### src/design/cbps_pkg.sv
package cbps_pkg;

   typedef struct packed {
      logic signed [31:0] tilt_angle;
      logic signed [31:0] tilt_rate;
      logic signed [31:0] throttle_cmd;
      logic signed [31:0] turn_cmd;
      logic [15:0]        period;
      logic               skip_slew;
      logic               restart;
   } req_type;

   typedef struct packed {
      logic signed [31:0] left_speed;
      logic signed [31:0] right_speed;
      logic signed [15:0] target_tilt;
   } rsp_type;

   typedef enum logic [2:0] {
      CSR_SPEED_KP     = 3'd0,
      CSR_SPEED_INV_TI = 3'd1,
      CSR_SPEED_TD     = 3'd2,
      CSR_ANGLE_KP     = 3'd3,
      CSR_ANGLE_INV_TI = 3'd4,
      CSR_ANGLE_TD     = 3'd5,
      CSR_SPEED_LIMITS = 3'd6,
      CSR_MODE_BITS    = 3'd7
   } csr_index_type;

   localparam logic [31:0] SPEED_LIMITS_RESET = 32'd26214800;
   localparam logic [3:0]  MODE_BITS_RESET    = 4'd2;
   localparam logic signed [31:0] RAD_TO_DEG_Q = 32'sd3754936;
   localparam logic signed [33:0] TILT_LIMIT_Q = 34'sd16384;
   localparam logic signed [33:0] ONE_Q        = 34'sd65536;
   localparam logic signed [33:0] MAX32        = 34'sd2147483647;
   localparam logic signed [33:0] MIN32        = -34'sd2147483648;

   // multiplier product rounding modes
   typedef enum logic [1:0] {
      MR_Q16,
      MR_Q17,
      MR_RAW
   } mul_mode_type;

   typedef struct packed {
      logic               start;
      mul_mode_type       mode;
      logic signed [33:0] a;
      logic signed [33:0] b;
   } mul_req_type;

   typedef struct packed {
      logic               start;
      logic signed [47:0] num;
      logic [15:0]        den;
   } div_req_type;

   typedef enum logic [5:0] {
      ST_IDLE,
      ST_PREP,
      ST_RATE,
      ST_SERR,
      ST_FH,
      ST_FD,
      ST_FAB,
      ST_F0,
      ST_F1,
      ST_F2,
      ST_P0,
      ST_P1,
      ST_P2,
      ST_SUM,
      ST_MIX,
      ST_SLEW,
      ST_DONE
   } state_type;

   function automatic logic signed [33:0] sat32(input logic signed [65:0] v);
      if (v > 66'(MAX32)) sat32 = MAX32;
      else if (v < 66'(MIN32)) sat32 = MIN32;
      else sat32 = v[33:0];
   endfunction

   function automatic logic signed [33:0] clipm(input logic signed [33:0] v,
                                                input logic signed [33:0] m);
      if (v > m) clipm = m;
      else if (v < -m) clipm = -m;
      else clipm = v;
   endfunction

endpackage

### src/design/cbps_mul.sv
module cbps_mul
   import cbps_pkg::*;
(
   input  logic               clock,
   input  logic               reset,
   input  mul_req_type        req,
   output logic               done,
   output logic signed [33:0] result
);

   logic signed [67:0] prod_ff, prod_in;
   mul_mode_type       mode_ff, mode_in;
   logic               busy_ff, busy_in;
   logic signed [67:0] rnd;

   assign prod_in = req.start ? 68'(req.a) * 68'(req.b) : prod_ff;
   assign mode_in = req.start ? req.mode : mode_ff;
   assign busy_in = req.start;

   always_comb begin
      case (mode_ff)
         MR_Q16:  rnd = (prod_ff + 68'sd32768) >>> 16;
         MR_Q17:  rnd = (prod_ff + 68'sd65536) >>> 17;
         default: rnd = prod_ff;
      endcase
      if (rnd > 68'(MAX32)) result = MAX32;
      else if (rnd < 68'(MIN32)) result = MIN32;
      else result = rnd[33:0];
   end

   assign done = busy_ff;

   always_ff @(posedge clock) begin
      prod_ff <= prod_in;
      mode_ff <= mode_in;
      if (reset) busy_ff <= 1'b0;
      else busy_ff <= busy_in;
   end

endmodule

### config.mk
export PLATFORM = sky130hd
export DESIGN_NAME = cbps_mul
export DESIGN_NICKNAME = d
export VERILOG_FILES = /design/src/design/cbps_pkg.sv /design/src/design/cbps_mul.sv
export SDC_FILE = /design/constraint.sdc
export NUM_CORES = 2
export LEC_CHECK = 0
export BUFFER_PORTS_ARGS = -buffer_cell sky130_fd_sc_hd__buf_2
export CORE_UTILIZATION = 55
export DETAILED_ROUTE_END_ITERATION = 8
export PLACE_DENSITY = 0.82
export RECOVER_POWER = 25
export SYNTH_ARGS = -nofsm -noshare
export SYNTH_HDL_FRONTEND = slang
export SYNTH_SLANG_ARGS = --single-unit
### constraint.sdc
create_clock -name clock -period 13.25 [get_ports clock]
set_input_delay 2.65 -clock clock [delete_from_list [all_inputs] [get_ports clock]]
set_output_delay 2.65 -clock clock [all_outputs]
set_load 0.005 [all_outputs]
==> impl_metrics.env <==
export IMPL_outcome="complete, but fails checks"
export IMPL_failed_checks="capacitance limit, slew limit"
export IMPL_final_period_utilization=0.851
export IMPL_cts_buffers=9
export IMPL_yosys_area_top_type="fa_1"
export IMPL_place_gp_congestion=0.970
export IMPL_post_dp_cell_area_sq_um=48300
export IMPL_synth_edf_count=70
export IMPL_max_slew_margin_rel=-1.59
export IMPL_critPathRequiredTime_ns=13.34
export IMPL_num_io_pins=108
export IMPL_synth_top_family_by_area="adder cells"
export IMPL_syn_mean_instance_area_sq_um=9.22
export IMPL_min_to="done$_SDFF_PP0_"
export IMPL_muxShareOfSynthArea=0.00195
export IMPL_final_common_cell="fa_1"
export IMPL_hpwl_um=103000
export IMPL_utilization=0.569
export IMPL_synth_simple_area_share=0.173
export IMPL_io_buffers=107
export IMPL_yosysSeqAreaShare=0.0448
export IMPL_synth_xor_area_frac=0.0296
export IMPL_whs_path_depth=2
export IMPL_grt_overflow=0
export IMPL_worst_pin_slew_ns=3.88
export IMPL_ctsResizeCount=0
export IMPL_die_x_um=295
export IMPL_path_class="in -> reg"
export IMPL_dr_pass1_iters=5
export IMPL_hold_viol=0
export IMPL_synth_adder_area_share=0.579
export IMPL_postCtsHoldBufs=0
export IMPL_fp_dieH_um=295
export IMPL_ys_ff_latch=71
export IMPL_synth_area_sq_um=47400
export IMPL_dpl_cell_count=6102
export IMPL_worst_endpoint_arrival_ns=11.37
export IMPL_netlist_instances=5138
export IMPL_most_common_layout_cells="fa_1, inv_1, and2_1, nand2_1, ha_1"
export IMPL_min_delay_path_class="in -> reg"
export IMPL_ys_flop_type="edfxtp_1"
export IMPL_post_route_min_period_ns=11.28
export IMPL_cp_start_kind="primary input"
export IMPL_slew_viol_final=107
export IMPL_end_kind="flop"
export IMPL_cts_setup_buffers=0
export IMPL_synth_compound_area_frac=0.0512
export IMPL_area_growth_pct=2.47
export IMPL_syn_nets=6658
export IMPL_antenna_found_initial=7
export IMPL_postSynth_asyncResetShare=0
export IMPL_drc_errors=0
export IMPL_htreeDepth=3
export IMPL_grt_pass1_wl_um=210000
export IMPL_fin_nets=6489
export IMPL_yosysUniqueCellTypes=77
export IMPL_clk_path_buf_depth=2
export IMPL_grt_max_degree=72
export IMPL_wl_per_cell_um=20.9
export IMPL_ant_nets=0
export IMPL_cts_sinks=71
export IMPL_path_clk_slew_ns=0.06
export IMPL_wl_um=128000
export IMPL_fill_cells=7176
export IMPL_rows=107
export IMPL_drive_above_1_share=0.0378
export IMPL_yosys_warnings=0
export IMPL_fmax_mhz=88.7
export IMPL_drt_vias_per_instance=5.73
export IMPL_grt_pass1_vias=39200
export IMPL_tritoncts="built"
export IMPL_setup_viol=0
export IMPL_dieArea_sq_um=87300
export IMPL_synth_area_leaders="fa_1, inv_1, and2_1"
export IMPL_tns_ns=0
export IMPL_core_area_sq_um=85300
export IMPL_drv_cap=2
export IMPL_crit_fanout=34
export IMPL_hold_start="reset"
export IMPL_drt_iter0_drc=2484
export IMPL_vias=35100
export IMPL_rsz0062_at_grt="false"
export IMPL_instances_no_fill=6121
export IMPL_start_util=0.555
export IMPL_track_usage=0.312
export IMPL_synth_top_area_frac=0.524
export IMPL_cts_root_buf="clkbuf_16"
export IMPL_design_area_sq_um=48500
==> synth_stat cells, drive strengths merged (65+ instances only) <==
| cell | number |
|---|---|
| fa | 1241 |
| inv | 1198 |
| and2 | 619 |
| nand2 | 610 |
| clkbuf | 268 |
| ha | 206 |
| a21oi | 112 |
| nor2 | 111 |
| xnor2 | 92 |
| edfxtp | 70 |
| xor2 | 68 |
| o21ai | 65 |
==> area by class of cell <==
cell class                 instances  area, sq um  area share
sequential                        71         2120      0.0437
multi-input combinational       3564        39500       0.815
inverter                        1198         4500      0.0926
timing repair buffer             125          664      0.0137
antenna                            3         7.51    0.000155
tap                             1144         1430      0.0295
clock inverter                     7         47.5    0.000979
clock buffer                       9          225     0.00464
==> through the flow <==
step / setup WS, ns / hold WS, ns
global placement: 2.04 / 2.81
floorplan: 3.04 / 2.72
global route: 1.47 / 2.45
CTS: 2.17 / 2.44
finish: 1.97 / 2.45
detailed placement: 1.82 / 2.81
==> flip-flops by register name, summed over array words and instances, names as in the netlist <==
name	flops
done	1
mode_ff	2
prod_ff	68
==> metal layers <==
layer,GRT usage,vias to the layer above,part of all wire
met5,0,-,0.00037
li1,-,14800,-
met3,0.0544,533,0.079
met1,0.368,18000,0.36
met2,0.529,1761,0.49
met4,0.198,8,0.073
==> worst max path at each step <==
| stage | from | end | slack, ns | depth (start not counted) |
|---|---|---|---|---|
| after floorplan | req[67] | prod_ff[67]$_DFFE_PP_ | 3.04 | 21 |
| after global placement | req[1] | prod_ff[67]$_DFFE_PP_ | 2.04 | 21 |
| after detailed placement | req[1] | prod_ff[64]$_DFFE_PP_ | 1.82 | 22 |
| after CTS | req[1] | prod_ff[64]$_DFFE_PP_ | 2.17 | 22 |
| after global routing | req[34] | prod_ff[53]$_DFFE_PP_ | 1.47 | 26 |
| final | req[34] | prod_ff[62]$_DFFE_PP_ | 1.97 | 26 |
==> critical path, cell delays in order <==
cell      delay [ns]
clkbuf_1        1.52
nand2_1         0.21
fa_1            0.45
inv_1           0.08
fa_1            0.41
ha_1            0.20
fa_1            0.49
inv_1           0.07
fa_1            0.54
inv_1           0.05
fa_1            0.39
fa_1            0.52
inv_1           0.05
fa_1            0.58
inv_1           0.07
ha_1            0.42
nand2_1         0.13
nor4_1          0.46
nand4_1         0.15
o22ai_1         0.34
o21ai_0         0.30
o21ai_1         0.40
a31oi_1         0.21
o221ai_1        0.29
a41oi_1         0.18
xnor2_1         0.16
==> kinds of logic after synthesis <==
logic type / Yosys count
AO/OA/AOI/OAI: 356
AND/OR/NAND/NOR: 1592
multiplexers: 9
buffers and inverters: 1503
XOR/XNOR: 160
adder cells (fa/ha/maj): 1447
flip-flops: 71
Power is not shown: default switching activity piles up to over one toggle a cycle in this logic, so the estimate is an artifact.
