## src/design/cbps_pkg.sv

```systemverilog
package cbps_pkg;

   typedef struct packed {
      logic signed [31:0] tilt_angle;
      logic signed [31:0] tilt_rate;
      logic signed [31:0] throttle_cmd;
      logic signed [31:0] turn_cmd;
      logic [15:0]        period;
      logic               skip_slew;
      logic               restart;
   } req_type;

   typedef struct packed {
      logic signed [31:0] left_speed;
      logic signed [31:0] right_speed;
      logic signed [15:0] target_tilt;
   } rsp_type;

   typedef enum logic [2:0] {
      CSR_SPEED_KP     = 3'd0,
      CSR_SPEED_INV_TI = 3'd1,
      CSR_SPEED_TD     = 3'd2,
      CSR_ANGLE_KP     = 3'd3,
      CSR_ANGLE_INV_TI = 3'd4,
      CSR_ANGLE_TD     = 3'd5,
      CSR_SPEED_LIMITS = 3'd6,
      CSR_MODE_BITS    = 3'd7
   } csr_index_type;

   localparam logic [31:0] SPEED_LIMITS_RESET = 32'd26214800;
   localparam logic [3:0]  MODE_BITS_RESET    = 4'd2;
   localparam logic signed [31:0] RAD_TO_DEG_Q = 32'sd3754936;
   localparam logic signed [33:0] TILT_LIMIT_Q = 34'sd16384;
   localparam logic signed [33:0] ONE_Q        = 34'sd65536;
   localparam logic signed [33:0] MAX32        = 34'sd2147483647;
   localparam logic signed [33:0] MIN32        = -34'sd2147483648;

   // multiplier product rounding modes
   typedef enum logic [1:0] {
      MR_Q16,
      MR_Q17,
      MR_RAW
   } mul_mode_type;

   typedef struct packed {
      logic               start;
      mul_mode_type       mode;
      logic signed [33:0] a;
      logic signed [33:0] b;
   } mul_req_type;

   typedef struct packed {
      logic               start;
      logic signed [47:0] num;
      logic [15:0]        den;
   } div_req_type;

   typedef enum logic [5:0] {
      ST_IDLE,
      ST_PREP,
      ST_RATE,
      ST_SERR,
      ST_FH,
      ST_FD,
      ST_FAB,
      ST_F0,
      ST_F1,
      ST_F2,
      ST_P0,
      ST_P1,
      ST_P2,
      ST_SUM,
      ST_MIX,
      ST_SLEW,
      ST_DONE
   } state_type;

   function automatic logic signed [33:0] sat32(input logic signed [65:0] v);
      if (v > 66'(MAX32)) sat32 = MAX32;
      else if (v < 66'(MIN32)) sat32 = MIN32;
      else sat32 = v[33:0];
   endfunction

   function automatic logic signed [33:0] clipm(input logic signed [33:0] v,
                                                input logic signed [33:0] m);
      if (v > m) clipm = m;
      else if (v < -m) clipm = -m;
      else clipm = v;
   endfunction

endpackage

```

## src/design/cbps_div.sv

```systemverilog
module cbps_div
   import cbps_pkg::*;
(
   input  logic               clock,
   input  logic               reset,
   input  div_req_type        req,
   output logic               done,
   output logic signed [33:0] result
);

   // restoring divide, one quotient bit per cycle, truncation toward zero
   logic [47:0] quo_ff, quo_in;
   logic [16:0] rem_ff, rem_in;
   logic [15:0] den_ff, den_in;
   logic        neg_ff, neg_in;
   logic [5:0]  cnt_ff, cnt_in;
   logic        run_ff, run_in;
   logic [16:0] trial;
   logic signed [48:0] q;

   always_comb begin
      quo_in = quo_ff;
      rem_in = rem_ff;
      den_in = den_ff;
      neg_in = neg_ff;
      cnt_in = cnt_ff;
      run_in = run_ff;
      trial  = {rem_ff[15:0], quo_ff[47]};
      if (req.start) begin
         neg_in = req.num[47];
         quo_in = req.num[47] ? 48'(-req.num) : req.num;
         rem_in = '0;
         den_in = req.den;
         cnt_in = 6'd48;
         run_in = 1'b1;
      end else if (run_ff) begin
         if (trial >= {1'b0, den_ff}) begin
            rem_in = trial - {1'b0, den_ff};
            quo_in = {quo_ff[46:0], 1'b1};
         end else begin
            rem_in = trial;
            quo_in = {quo_ff[46:0], 1'b0};
         end
         cnt_in = cnt_ff - 6'd1;
         if (cnt_ff == 6'd1) run_in = 1'b0;
      end
   end

   assign done = run_ff && (cnt_ff == 6'd1) && !req.start;
   assign q = neg_ff ? -$signed({1'b0, quo_in}) : $signed({1'b0, quo_in});
   assign result = sat32(66'(q));

   always_ff @(posedge clock) begin
      quo_ff <= quo_in;
      rem_ff <= rem_in;
      den_ff <= den_in;
      neg_ff <= neg_in;
      if (reset) begin
         run_ff <= 1'b0;
         cnt_ff <= '0;
      end else begin
         run_ff <= run_in;
         cnt_ff <= cnt_in;
      end
   end

endmodule

```

## config.mk

```make
export PLATFORM = sky130hd
export DESIGN_NAME = cbps_div
export DESIGN_NICKNAME = d
export VERILOG_FILES = /design/src/design/cbps_pkg.sv /design/src/design/cbps_div.sv
export SDC_FILE = /design/constraint.sdc
export NUM_CORES = 1
export LEC_CHECK = 0
export BUFFER_PORTS_ARGS = -buffer_cell sky130_fd_sc_hd__buf_2
export CORE_AREA = 2 2 98 148
export CTS_CLUSTER_DIAMETER = 40
export CTS_CLUSTER_SIZE = 28
export DETAILED_ROUTE_END_ITERATION = 10
export DIE_AREA = 0 0 100 150
export HOLD_SLACK_MARGIN = 0.05
export PLACE_DENSITY = 0.81
export SLEW_MARGIN = 10
export SYNTH_ARGS = -nofsm -noshare
export SYNTH_HDL_FRONTEND = slang
export SYNTH_SLANG_ARGS = --single-unit
```

## constraint.sdc

```tcl
create_clock -name clock -period 8.1 [get_ports clock]
set_input_delay 0.81 -clock clock [delete_from_list [all_inputs] [get_ports clock]]
set_output_delay 0.81 -clock clock [all_outputs]
set_load 0.02 [all_outputs]
```

==> flow_results.xml <==
<?xml version="1.0" encoding="UTF-8"?>
<metrics>
  <group name="yosys">
    <metric name="synth_sequential_area_ratio" unit="%">23.87</metric>
    <metric name="synthFlopType" unit="">sky130_fd_sc_hd__dfxtp_1</metric>
    <metric name="muxShareOfSynthArea" unit="%">5.009</metric>
    <metric name="post_synth_xor_area_fraction" unit="%">8.208</metric>
    <metric name="synthDominantCellAreaShare" unit="%">17.56</metric>
    <metric name="yosysMostFrequentCell" unit="">sky130_fd_sc_hd__nor2_1</metric>
    <metric name="syn-cell-area" unit="um2">8094</metric>
    <metric name="compound_gate_portion_of_the_synthesized_area" unit="%">25.65</metric>
    <metric name="asyncSetResetFlopFracSynth" unit="%">0</metric>
    <metric name="netlist_instances" unit="">1010</metric>
    <metric name="yosys-top-cells-area" unit="">sky130_fd_sc_hd__dfxtp_1 18%, sky130_fd_sc_hd__edfxtp_1 6.3%, sky130_fd_sc_hd__a21oi_1 4.3%</metric>
    <metric name="synth_enable_flop_cells" unit="">17</metric>
    <metric name="yosysWarnings" unit="">0</metric>
    <metric name="ys_ff_latch" unit="">88</metric>
    <metric name="synth_top_family_by_area" unit="">simple AND/OR/NAND/NOR gates</metric>
    <metric name="synthSimpleGateAreaFrac" unit="%">27.45</metric>
    <metric name="synthesis.area_per_instance" unit="um2">8.014</metric>
    <metric name="synthesis.nets" unit="">1098</metric>
    <metric name="post_synth_fa_ha_maj_area_fraction" unit="%">3.339</metric>
    <metric name="synth.lib_cells_used.distinct" unit="">91</metric>
    <metric name="synth.top_cells.by_count" unit="">81 x sky130_fd_sc_hd__nor2_1, 71 x sky130_fd_sc_hd__dfxtp_1, 70 x sky130_fd_sc_hd__a21oi_1</metric>
    <metric name="netlist.top_cell.by_area" unit="">sky130_fd_sc_hd__dfxtp_1</metric>
  </group>
  <group name="clocking">
    <metric name="numCtsBuffers" unit="">9</metric>
    <metric name="tritoncts_clock_tree" unit="">done</metric>
    <metric name="numClockSinks" unit="">88</metric>
    <metric name="clockBufferDepth" unit="">2</metric>
    <metric name="cts.hold.buffers_added" unit="">0</metric>
    <metric name="cts.repair.resized" unit="">0</metric>
    <metric name="clk_latency" unit="ns">0.34</metric>
    <metric name="clockRootBuffer" unit="">sky130_fd_sc_hd__clkbuf_16</metric>
    <metric name="cts-htree-levels" unit="">3</metric>
    <metric name="clk_transition_reported_paths" unit="ns">0.06</metric>
    <metric name="cts.repair_timing.setup_buffer_count" unit="">0</metric>
  </group>
  <group name="routing">
    <metric name="via_per_inst" unit="">6.641</metric>
    <metric name="first_pass_iters" unit="">5</metric>
    <metric name="drt-initial-drc-count" unit="">604</metric>
    <metric name="drtAntennaViolNets" unit="">0</metric>
    <metric name="totalWireLength" unit="mm">23.18</metric>
    <metric name="dr_drc_count" unit="">0</metric>
    <metric name="route.detailed.wl_per_inst" unit="um">18.68</metric>
    <metric name="detailroute.via_count" unit="">8242</metric>
  </group>
  <group name="sta">
    <metric name="min_period_over_period" unit="%">87.60</metric>
    <metric name="worstMarginPinSlew" unit="ns">1.042</metric>
    <metric name="final-setup-viol-count" unit="">0</metric>
    <metric name="relSlewSlack" unit="%">30.40</metric>
    <metric name="unrepaired_setup_endpoints_after_global_routing" unit="">false</metric>
    <metric name="finalHoldViolCount" unit="">0</metric>
    <metric name="setup_total_negative_slack" unit="ns">0</metric>
    <metric name="maxClockFrequency" unit="MHz">140.9</metric>
    <metric name="drv_slew" unit="">0</metric>
    <metric name="hold_slack" unit="ns">0.5111</metric>
    <metric name="finalCriticalPeriod" unit="ns">7.096</metric>
    <metric name="worst_clock_skew" unit="ns">0.007046</metric>
  </group>
  <group name="power">
    <metric name="ir_worst_vdd" unit="uV">119.1</metric>
    <metric name="cellLeakagePower" unit="nW">3.359</metric>
    <metric name="cellPowerDensity" unit="nW/um2">174.1</metric>
  </group>
  <group name="worst_setup_path">
    <metric name="worst-path-max-fanout" unit="">31</metric>
    <metric name="cp_data_required_time" unit="ns">7.29</metric>
    <metric name="cp_cell_sequence" unit="">inv_1 -&gt; ha_1 -&gt; a21o_1 -&gt; a21oi_1 -&gt; o21ai_0 -&gt; a221oi_4 -&gt; o21ai_1 -&gt; inv_1 -&gt; ha_1 -&gt; inv_1 -&gt; nor3_1 -&gt; nand3_1 -&gt; or2_1 -&gt; o41ai_2 -&gt; xor2_1 -&gt; or4_1 -&gt; nor4_4 -&gt; xor2_2 -&gt; o41ai_4 -&gt; buf_4 -&gt; a21oi_1 -&gt; buf_2</metric>
    <metric name="path_depth" unit="">22</metric>
    <metric name="critPathMaxStageDelay" unit="ns">0.59</metric>
    <metric name="crit_path_start_kind" unit="">register</metric>
    <metric name="cp_most_frequent_cell" unit="">sky130_fd_sc_hd__inv_1</metric>
    <metric name="critical_path.endpoint_type" unit="">output pin</metric>
    <metric name="criticalPathCategory" unit="">reg2out</metric>
    <metric name="reg2reg_depth" unit="">16</metric>
    <metric name="critical-path-slowest-cell" unit="">sky130_fd_sc_hd__or4_1</metric>
    <metric name="timing.critical_path.arrival" unit="ns">6.29</metric>
    <metric name="top_family_by_delay_on_critical_path" unit="">compound AO/OA/AOI/OAI gates</metric>
    <metric name="cp.buffers_inverters" unit="">5</metric>
  </group>
  <group name="floorplanning">
    <metric name="die_area" unit="um2">15000</metric>
    <metric name="floorplan.die.width" unit="um">100</metric>
    <metric name="ioPinCount" unit="">102</metric>
    <metric name="row_count" unit="">53</metric>
    <metric name="dieHeight" unit="um">150</metric>
    <metric name="fp.coreArea" unit="um2">13790</metric>
    <metric name="start_util" unit="%">58.68</metric>
  </group>
  <group name="placement">
    <metric name="dpl.hpwl" unit="mm">17.29</metric>
    <metric name="globalplace.congestion" unit="">0.9930</metric>
    <metric name="placedInstanceArea" unit="um2">8594</metric>
    <metric name="numPortBuffers" unit="">101</metric>
    <metric name="dp.cells" unit="">1224</metric>
  </group>
  <group name="finish">
    <metric name="layout-drive-gt1-share" unit="%">20.09</metric>
    <metric name="synth_to_final_area_change" unit="%">10.02</metric>
    <metric name="multiInputGateArea" unit="um2">5667</metric>
    <metric name="layout.area.seq" unit="um2">1936</metric>
    <metric name="fin_cells" unit="">1241</metric>
    <metric name="layout.core_utilization" unit="%">64.56</metric>
    <metric name="filler_cell_count" unit="">1226</metric>
    <metric name="fin_nets" unit="">1158</metric>
    <metric name="postLayoutCellArea" unit="um2">8905</metric>
  </group>
  <group name="global_routing">
    <metric name="globalRoute.totalOverflow" unit="">0</metric>
    <metric name="global_route_wire_length_before_repair" unit="mm">37.16</metric>
    <metric name="vias_in_the_first_global_route" unit="">7598</metric>
    <metric name="grt_util_overall" unit="%">30.60</metric>
    <metric name="antenna_found_initial" unit="">1</metric>
    <metric name="maximum_number_of_pins_on_one_net_before_global_route_repair" unit="">64</metric>
  </group>
  <group name="status">
    <metric name="outcome" unit="">finished clean</metric>
  </group>
  <group name="hold_path">
    <metric name="worst_hold_path_type" unit="">reg2reg</metric>
    <metric name="min_delay_path_depth" unit="">2</metric>
  </group>
  <group name="run">
    <metric name="maxCapViolCount" unit="">0</metric>
  </group>
</metrics>
-- cell families after synthesis --
| logic type | count (synthesis) |
|---|---|
| AND/OR/NAND/NOR | 385 |
| AO/OA/AOI/OAI | 292 |
| buffers and inverters | 111 |
| flip-flops | 88 |
| XOR/XNOR | 75 |
| multiplexers | 38 |
| adder cells (fa/ha/maj) | 21 |
-- sequential cells by signal, indices dropped and copies added, names as in the netlist --
register,count
quo_ff,48
neg_ff,1
cnt_ff,6
den_ff,16
rem_ff,16
run_ff,1
-- stage by stage --
step,power [mW],setup WS (ns)
2_1_floorplan,0.9530,2.000
3_3_place_gp,1.099,1.270
3_5_place_dp,1.106,1.089
4_1_cts,1.545,1.061
5_1_grt,1.628,0.5611
6_report,1.550,1.004
-- metal layers --
metal / routed length, um / vias to the layer above / GRT usage, %
li1: - / 3910 / -
met2: 11510 / 378 / 52.94
met1: 8983 / 3875 / 36.92
met3: 1468 / 79 / 3.503
met4: 1221 / 0 / 16.10
met5: 0 / - / 0
-- where the power goes --
group	total, mW	switching [mW]	internal, mW	leakage [nW]
clock network	0.440	0.169	0.271	0.144
registers	0.537	0.0380	0.498	0.761
logic	0.574	0.354	0.220	2.45
-- final timing paths --
check / slack (ns) / endpoint / from
worst max-delay path: 1.00 / result[19] / den_ff[3]
worst max register to register: 5.17 / rem_ff[14] / quo_ff[47]
worst min register to register: 0.51 / rem_ff[15] / rem_ff[15]
worst min-delay path: 0.51 / rem_ff[15] / rem_ff[15]
-- cells in the final DEF, fill, tap and decap left out, drive strengths merged, types with 7 or more instances in the layout --
master	instances
o21ai	28
xnor2	34
mux2	20
nor3	57
a21o	13
nor4	24
and3	8
a31oi	13
o41ai	12
o31ai	19
edfxtp	17
nor2	82
xor2	41
clkbuf	13
nand2b	28
a41oi	7
a211oi	26
nor3b	7
nand4	18
inv	43
o22ai	18
nor2b	15
or3	12
a21oi	95
mux2i	18
nand3	35
or2	7
o211ai	10
nand2	55
or4	15
ha	20
dfxtp	71
buf	116
-- layout make-up --
class	instances	area share [%]
clock buffer	13	2.698
multi-input combinational	811	63.64
sequential	88	21.74
antenna	1	0.02810
timing repair buffer	116	6.969
inverter	44	1.855
clock inverter	3	0.7587
tap	165	2.318
-- worst reg2reg max path, cell delays in order (launching register included) --
cell and delay (ns):
sky130_fd_sc_hd__dfxtp_1 0.31, sky130_fd_sc_hd__inv_1 0.07, sky130_fd_sc_hd__ha_1 0.22, sky130_fd_sc_hd__fa_1 0.20, sky130_fd_sc_hd__nor2b_1 0.06, sky130_fd_sc_hd__o21a_1 0.18, sky130_fd_sc_hd__o211ai_1 0.19, sky130_fd_sc_hd__a21oi_1 0.11
sky130_fd_sc_hd__o21a_1 0.19, sky130_fd_sc_hd__o21a_1 0.18, sky130_fd_sc_hd__o21ai_0 0.19, sky130_fd_sc_hd__nand2b_1 0.13, sky130_fd_sc_hd__a21o_1 0.19, sky130_fd_sc_hd__a21oi_1 0.17, sky130_fd_sc_hd__xnor2_1 0.14, sky130_fd_sc_hd__mux2i_1 0.08
sky130_fd_sc_hd__a211oi_1 0.23
(Power assumes the default switching activity.)
